File: src/rtl/core/mvnb_pkg.sv
// ----------------------------------------------------------------------------
// mvnb_pkg
// Shared types and constants of the vertex normal builder: payload structs,
// command codes, shared-unit request/response and sequencer states.
// ----------------------------------------------------------------------------
package mvnb_pkg;

    localparam int MAX_VERTICES_DEF = 1024;
    localparam int MAX_FACES_DEF    = 2048;

    localparam int ALU_W = 67;
    localparam int OPB_W = 33;
    localparam int IT_W  = 6;
    localparam int SUM_W = 26;
    localparam int CNT_W = 12;

    localparam logic [CNT_W-1:0] COUNT_MAX = 12'd4095;
    localparam logic [26:0]      ONE_Q14   = 27'd16384;

    localparam logic [IT_W-1:0] IT_MUL       = 6'd33;
    localparam logic [IT_W-1:0] IT_SQRT      = 6'd32;
    localparam logic [IT_W-1:0] IT_DIV_FACE  = 6'd15;
    localparam logic [IT_W-1:0] IT_DIV_QUERY = 6'd26;

    typedef enum logic [1:0] {
        CMD_LOAD  = 2'd0,
        CMD_FACE  = 2'd1,
        CMD_QUERY = 2'd2,
        CMD_NOP   = 2'd3
    } t_cmd;

    typedef enum logic [1:0] {
        ALU_MUL  = 2'd0,
        ALU_SQRT = 2'd1,
        ALU_DIV  = 2'd2
    } t_alu_op;

    typedef struct packed {
        logic [1:0]         cmd;
        logic [9:0]         vertex_index;
        logic signed [31:0] pos_x;
        logic signed [31:0] pos_y;
        logic signed [31:0] pos_z;
        logic [9:0]         corner_a;
        logic [9:0]         corner_b;
        logic [9:0]         corner_c;
    } t_in_item;

    typedef struct packed {
        logic signed [15:0] norm_x;
        logic signed [15:0] norm_y;
        logic signed [15:0] norm_z;
        logic [11:0]        face_count;
        logic [31:0]        radius;
    } t_out_item;

    typedef struct packed {
        logic             start;
        t_alu_op          op;
        logic             neg;
        logic [ALU_W-1:0] opa;
        logic [OPB_W-1:0] opb;
        logic [OPB_W-1:0] opc;
        logic [IT_W-1:0]  iters;
    } t_alu_req;

    typedef struct packed {
        logic             done;
        logic [ALU_W-1:0] result;
    } t_alu_rsp;

    typedef enum logic [4:0] {
        S_CLEAR,
        S_IDLE,
        S_LD_START,
        S_LD_WAIT,
        S_FC_RDA,
        S_FC_RDB,
        S_FC_RDC,
        S_FC_EDGE,
        S_X_START,
        S_X_WAIT,
        S_NORM,
        S_SQ_START,
        S_SQ_WAIT,
        S_RT_START,
        S_RT_WAIT,
        S_DV_START,
        S_DV_WAIT,
        S_AC_RD,
        S_AC_WR,
        S_Q_RD,
        S_Q_DV_START,
        S_Q_DV_WAIT,
        S_Q_RT_START,
        S_Q_RT_WAIT,
        S_Q_OUT
    } t_state;

endpackage

File: src/rtl/core/mvnb_alu.sv
// ----------------------------------------------------------------------------
// mvnb_alu
// Shared iterative unit: shift-add multiply-accumulate, bitwise square root
// and restoring division, one step per cycle on a single wide adder.
// ----------------------------------------------------------------------------
module mvnb_alu import mvnb_pkg::*; (
    input  logic     i_clk,
    input  logic     i_rst_n,
    input  t_alu_req i_req,
    output t_alu_rsp o_rsp
);

    logic [ALU_W-1:0] r_a, r_b, r_c;
    logic [ALU_W-1:0] n_a, n_b, n_c;
    logic [IT_W-1:0]  r_cnt;
    t_alu_op          r_op;
    logic             r_neg;
    logic             r_busy;
    logic             r_done;

    logic [ALU_W-1:0] add_a, add_b, tr;
    logic             add_sub;
    logic [ALU_W:0]   sum;
    logic             ge;

    always_comb begin
        tr      = {r_a[ALU_W-2:0], r_c[31]};
        add_a   = '0;
        add_b   = '0;
        add_sub = 1'b0;
        unique case (r_op)
            ALU_MUL: begin
                add_a   = r_a;
                add_b   = r_b;
                add_sub = r_neg;
            end
            ALU_SQRT: begin
                add_a   = r_a;
                add_b   = r_c | r_b;
                add_sub = 1'b1;
            end
            ALU_DIV: begin
                add_a   = tr;
                add_b   = r_b;
                add_sub = 1'b1;
            end
            default: ;
        endcase
        sum = {1'b0, add_a} + (add_sub ? ~{1'b0, add_b} : {1'b0, add_b})
            + (ALU_W+1)'(add_sub);
        ge  = ~sum[ALU_W];

        n_a = r_a;
        n_b = r_b;
        n_c = r_c;
        unique case (r_op)
            ALU_MUL: begin
                if (r_c[0]) begin
                    n_a = sum[ALU_W-1:0];
                end
                n_b = r_b << 1;
                n_c = r_c >> 1;
            end
            ALU_SQRT: begin
                if (ge) begin
                    n_a = sum[ALU_W-1:0];
                    n_c = (r_c >> 1) | r_b;
                end else begin
                    n_c = r_c >> 1;
                end
                n_b = r_b >> 2;
            end
            ALU_DIV: begin
                n_a = ge ? sum[ALU_W-1:0] : tr;
                n_c = {r_c[ALU_W-2:0], ge};
            end
            default: ;
        endcase
    end

    // control: busy flag, step count, done pulse
    always_ff @(posedge i_clk) begin
        if (!i_rst_n) begin
            r_busy <= 1'b0;
            r_done <= 1'b0;
            r_cnt  <= '0;
            r_op   <= ALU_MUL;
            r_neg  <= 1'b0;
        end else begin
            r_done <= 1'b0;
            if (!r_busy && i_req.start) begin
                r_busy <= 1'b1;
                r_cnt  <= i_req.iters;
                r_op   <= i_req.op;
                r_neg  <= i_req.neg;
            end else if (r_busy) begin
                r_cnt <= r_cnt - 1'b1;
                if (r_cnt == IT_W'(1)) begin
                    r_busy <= 1'b0;
                    r_done <= 1'b1;
                end
            end
        end
    end

    // operands: load on start, step while busy
    always_ff @(posedge i_clk) begin
        if (!r_busy && i_req.start) begin
            unique case (i_req.op)
                ALU_MUL: begin
                    r_a <= i_req.opa;
                    r_b <= ALU_W'(i_req.opb);
                    r_c <= ALU_W'(i_req.opc);
                end
                ALU_SQRT: begin
                    r_a <= i_req.opa;
                    r_b <= ALU_W'(1) << 62;
                    r_c <= '0;
                end
                ALU_DIV: begin
                    r_a <= ALU_W'(i_req.opa >> 32);
                    r_b <= ALU_W'(i_req.opb);
                    r_c <= ALU_W'(i_req.opa[31:0]);
                end
                default: ;
            endcase
        end else if (r_busy) begin
            r_a <= n_a;
            r_b <= n_b;
            r_c <= n_c;
        end
    end

    assign o_rsp.done   = r_done;
    assign o_rsp.result = (r_op == ALU_MUL) ? r_a : r_c;

endmodule
File: config.mk
export PLATFORM = sky130hd
export DESIGN_NAME = mvnb_alu
export DESIGN_NICKNAME = d
export VERILOG_FILES = /design/src/rtl/core/mvnb_pkg.sv /design/src/rtl/core/mvnb_alu.sv
export SDC_FILE = /design/constraint.sdc
export NUM_CORES = 1
export LEC_CHECK = 0
export BUFFER_PORTS_ARGS = -buffer_cell sky130_fd_sc_hd__buf_4
export CAP_MARGIN = 10
export CORE_MARGIN = 4
export CORE_UTILIZATION = 33
export DETAILED_ROUTE_END_ITERATION = 12
export GPL_ROUTABILITY_DRIVEN = 0
export SLEW_MARGIN = 20
export SYNTH_ARGS = -nofsm -noshare
export SYNTH_HDL_FRONTEND = slang
export SYNTH_SLANG_ARGS = --single-unit
File: constraint.sdc
create_clock -name i_clk -period 22.5 [get_ports i_clk]
set_input_delay 2.25 -clock i_clk [delete_from_list [all_inputs] [get_ports i_clk]]
set_output_delay 2.25 -clock i_clk [all_outputs]
set_load 0.01 [all_outputs]
After elaboration in Yosys (flattened, before gate mapping) --
Cells that the tools add are included.
Storage, ports and cells: bits in registers 212, memory bits (writable) 0, output and inout bits 68, bits in latches 0, memories 0, bits in read-only memories 0
Operators by class: shift operators 0, muxes and demuxes 27, equal/unequal tests 10, $add $sub $neg 3, div/mod/pow operators 0, bitwise gates (word level) 6, multipliers 0, reductions and logical operators 16, magnitude comparators 0
Operators by type and width (count):
- 67-bit two-way mux | 11
- 67-bit case mux with 2 select lines | 5
- 67-bit case mux with 3 select lines | 3
- 67-bit by 68-bit adder with 68-bit output | 1
- 68-bit by 1-bit adder with 68-bit output | 1
- 68-bit two-way mux | 1
- 67-bit inverter with 68-bit output | 1
- 66-bit by 67-bit OR with 67-bit output | 1
- 67-bit OR | 1
- 6-bit two-way mux | 2
- 2-bit OR reduction | 5
- 6-bit by 1-bit == test with 1-bit output (second input constant) | 1
- 3-bit by 2-bit inequality test with 1-bit output (second input constant) | 2
- 3-bit inequality test (second input constant) | 2
- 3-bit AND reduction | 2
- 6-bit by 1-bit subtractor with 6-bit output (second input constant) | 1
- 5-bit AND reduction | 1
- 2-bit by 1-bit == test with 1-bit output (second input constant) | 2
- 2-bit == test (second input constant) | 2
- 2-bit logical NOT | 2
- 1-bit two-way mux | 4
- 4-bit by 1-bit inequality test with 1-bit output (second input constant) | 1
- 4-bit nonzero test | 1
- 1-bit inverter | 3
- 6 further kinds | 6

Depth between registers and ports, before layout --
word-level depth 11, depth in mapped cells 23, depth with buffers taken out 18

Worst setup path after synthesis --
No wires, ideal clock.
path type input-to-reg, start point input port i_req[140] (netlist name), end point register r_a[0] (enable), cell stages on the path 7, arrival 9.258 ns, required time 21.990 ns, slack 12.732 ns, path through inv_1 > ha_1 > clkbuf_1 > or3_1 > a21oi_1 > nor2_1 > a21boi_1
Between the ends: longest elaborated chain between the ends 4
Ends and longest elaborated chain:
- start, declared | RTL line mvnb_alu.sv:9 | input t_alu_req i_req,
- 2-bit by 1-bit == test with 1-bit output / 2-bit logical NOT (equally long branches) | RTL line mvnb_alu.sv:109 | unique case (i_req.op)
- 2-bit OR reduction (no line)
- 3-bit by 2-bit inequality test with 1-bit output (no line) *
- 5-bit AND reduction (no line) *
- end signal, assigned | RTL line mvnb_alu.sv:111 | r_a <= i_req.opa;
- end signal, assigned | RTL line mvnb_alu.sv:116 | r_a <= i_req.opa;
- end signal, assigned | RTL line mvnb_alu.sv:121 | r_a <= ALU_W'(i_req.opa >> 32);
- end, declared | RTL line mvnb_alu.sv:13 | logic [ALU_W-1:0] r_a, r_b, r_c;
Every way passes the cells marked *; elsewhere a longest branch is shown, timed or not. A chain may end at the register's enable or synchronous reset.

Worst setup path after layout --
start point register r_op[0], end point register r_a[37] (enable)
Between the ends: longest elaborated chain between the ends 9
Ends and longest elaborated chain:
- start, declared | RTL line mvnb_alu.sv:16 | t_alu_op r_op;
- start signal, assigned | RTL line mvnb_alu.sv:94 | r_op <= i_req.op;
- 2-bit == test / 2-bit logical NOT (equally long branches) | RTL line mvnb_alu.sv:31, mvnb_alu.sv:56
- 2-bit OR reduction (no line)
- 67-bit case mux with 2 select lines | RTL line mvnb_alu.sv:31 | unique case (r_op)
- 67-bit inverter with 68-bit output | RTL line mvnb_alu.sv:49 | sum = {1'b0, add_a} + (add_sub ? ~{1'b0, add_b} : {1'b0, add_b})
- 68-bit two-way mux | RTL line mvnb_alu.sv:49
- 67-bit by 68-bit adder with 68-bit output | RTL line mvnb_alu.sv:49
- 68-bit by 1-bit adder with 68-bit output | RTL line mvnb_alu.sv:50 | + (ALU_W+1)'(add_sub);
- 3-bit inequality test (no line)
- 5-bit AND reduction (no line) *
Marks and branches as above.

==> flow_metrics.py <==
metrics = {
    "clocking": {
        "clock-root-buffer": "clkbuf_16",
        "worstSkewPairLatency_ps": 590,
        "htreeDepth": 1,
        "postCtsHoldBufs": 0,
        "cts_buffer_depth": 3,
        "cts_made_buffers": 28,
        "postCtsSetupBuffers": 0,
        "path_clk_slew_ps": 60,
        "cts_tree": "built",
        "postCtsResizedCells": 0,
        "cts_sinks": 212,
    },
    "grt": {
        "antenna_found_initial": 2,
        "grt_first_pass_wirelength_um": 112000,
        "grt_use_total_pct": 22.7,
        "grt_pass1_vias": 18000,
        "gr-total-overflow": 0,
        "grt_max_degree": 96,
    },
    "layout": {
        "fillers": 5882,
        "antenna_cells": 0,
        "multi_input_area_um2": 12100,
        "areaGrowthSynthToFinish_pct": 15.7,
        "final_net_count": 2587,
        "seq_area_um2": 6260,
        "layout.cells.most_common_list": "297 x a21oi_1, 238 x buf_4, 229 x nor2_1",
        "drive_gt1_share_pct": 16.0,
        "final_common_cell": "a21oi_1",
        "final_area_um2": 22300,
    },
    "sta": {
        "final.setup.tns_ps": 0,
        "slew_viol_final": 0,
        "hold_viol": 0,
        "setup_viol": 0,
        "worst_pin_slew_ps": 1100,
        "finalCriticalPeriod_ps": 6520,
        "fin_skew_ps": 35.5,
        "fmax_mhz": 153,
        "finalCritPeriodShare_pct": 29.0,
        "rsz0062_at_grt": "false",
        "max-slew-margin-rel_pct": 26.3,
    },
    "place": {
        "place_area_um2": 21300,
        "dpl.hpwl_um": 54000,
        "portBuffers": 212,
    },
    "yosys": {
        "synth_area_um2": 19300,
        "synth_nets": 2517,
        "synth_ff_type": "edfxtp_1",
        "ys_types": 79,
        "syn-instance-count": 2293,
        "yosysSeqAreaShare_pct": 32.5,
        "ys_ff_latch": 212,
        "synth-edff-count": 201,
        "synth_async_sr_flop_share_pct": 0,
        "syn_area_per_cell_um2": 8.41,
        "yosys_warnings": 0,
    },
    "power_and_ir_drop": {
        "power_density_nw_per_um2": 126,
        "ir_drop_mv": 0.0692,
        "leakage_nw": 8.81,
        "power.total_mw": 2.80,
    },
    "routing": {
        "post_drt_via_cell_ratio": 6.04,
        "route.final.wire_length_um": 75300,
        "met3_length_um": 7730,
        "first_pass_iters": 6,
        "wl_per_cell_um": 23.9,
        "final_antenna_net_count": 0,
        "drtIter0Drc": 2255,
        "vias": 19000,
        "dr_wl_met2_um": 32900,
        "highest_layer": "met5",
        "drc": 0,
        "wl_met1_um": 31100,
    },
    "critical_path": {
        "worstPathRequired_ps": 22670,
        "path_class": "reg2reg",
        "cp-start-kind": "register",
        "critPathMaxFanout": 67,
        "cp-end-kind": "register",
        "crit_arrival_ps": 6690,
    },
    "floorplan": {
        "core_area_um2": 57800,
        "initial_core_util_pct": 33.3,
        "io_pins": 213,
        "die-width_um": 250,
        "die_y_um": 250,
        "die_area_um2": 62300,
        "row_count": 88,
    },
    "outcome": {
        "outcome": "complete, no violations",
    },
    "job": {
        "max_cap_viol_count": 0,
    },
    "hold_path": {
        "hold_class": "reg2reg",
    },
}
## per-layer routing
layer	up-vias	global-route usage [%]
met5	-	0
met4	2	9.26
met3	145	6.12
met2	953	34.8
met1	9144	30.3
li1	8761	-
## cells in the mapped netlist, types with 17 or more instances
cell        n  share of area (%)
xnor2_1    36                1.6
mux2i_1   105                5.5
a32oi_1    36                1.6
nand3_1    28               0.73
and2_1     26               0.84
nor3_1     51                1.3
o21ai_1    42                1.1
buf_2      23               0.60
nand4_1    23               0.75
a21o_1     36                1.4
o22a_1     32                1.5
edfxtp_1  201                 31
a21oi_1   297                7.7
ha_1       78                5.1
inv_1      44               0.86
buf_1      26               0.51
clkbuf_1  138                2.7
o21ai_0   149                3.9
mux2_2     67                3.9
a221oi_1   37                1.7
a22oi_1    98                3.8
o21bai_1   17               0.66
nand2_1   171                3.3
nor2_1    234                4.6
xor2_1     82                3.7
o211ai_1   17               0.66
a211oi_1   36                1.4
## critical path, stage by stage, from the launching register on
cell and delay (ps):
dfxtp_1 520, inv_1 210, ha_4 600, a21oi_2 100, nor2_4 90, buf_4 490, buf_4 660, xor2_1 170
ha_1 400, a21oi_1 160, a21boi_0 130, o31a_1 320, a21o_1 240, o21ai_4 270, a21o_1 260, o21ai_2 150
xnor2_4 170, o22ai_1 150, a21boi_4 170, buf_4 800
## final timing paths
path | to | cells after the start | startpoint | slack (ps)
worst max-delay path | r_a[37] | 19 | r_op[0] | 15980
worst min-delay path | r_cnt[3] | 1 | r_cnt[3] | 510
worst max register to register | r_a[37] | 19 | r_op[0] | 15980
worst min register to register | r_cnt[3] | 1 | r_cnt[3] | 510
## kinds of logic (layout without fill, tap and decap cells)
group | after synthesis | after routing | synth area share, %
xor gates and xnor gates | 119 | 119 | 5.45
and+or+nand+nor | 587 | 587 | 13.4
buffers and inverters | 245 | 335 | 5.24
muxes | 173 | 173 | 9.44
AOI/OAI and AO/OA | 878 | 878 | 28.9
DFF | 212 | 212 | 32.5
adders and majority gates | 79 | 79 | 5.17
## state kept, by name, indices dropped and copies added (netlist names)
name    count
r_neg       1
r_c        67
r_cnt       6
r_b        67
r_done      1
r_a        67
r_busy      1
r_op        2
## where the power goes
part | switching [mW] | total, mW | leakage [nW] | internal (mW)
combinational | 0.949 | 1.60 | 6.25 | 0.654
sequential | 0.138 | 0.721 | 2.08 | 0.582
clock | 0.192 | 0.479 | 0.481 | 0.287
## stage by stage
stage	instances	hold slack (ps)	setup slack, ps	utilization [%]
final	3148	514	15980	38.6
after global placement	3097	481	16270	36.8
after global routing	3148	535	15620	38.6
after CTS	3147	510	16000	38.5
after floorplan	2293	456	12730	-
after detailed placement	3097	495	16040	36.8
## layout make-up
cell class | count | share of cell area, %
Timing Repair Buffer | 239 | 8.13
Inverter | 46 | 0.774
Sequential cell | 212 | 28.0
Clock buffer | 38 | 3.82
Tap cell | 765 | 4.29
Multi-Input combinational cell | 1836 | 54.4
Clock inverter | 12 | 0.561
No activity file was read; power rests on OpenSTA's default activity.
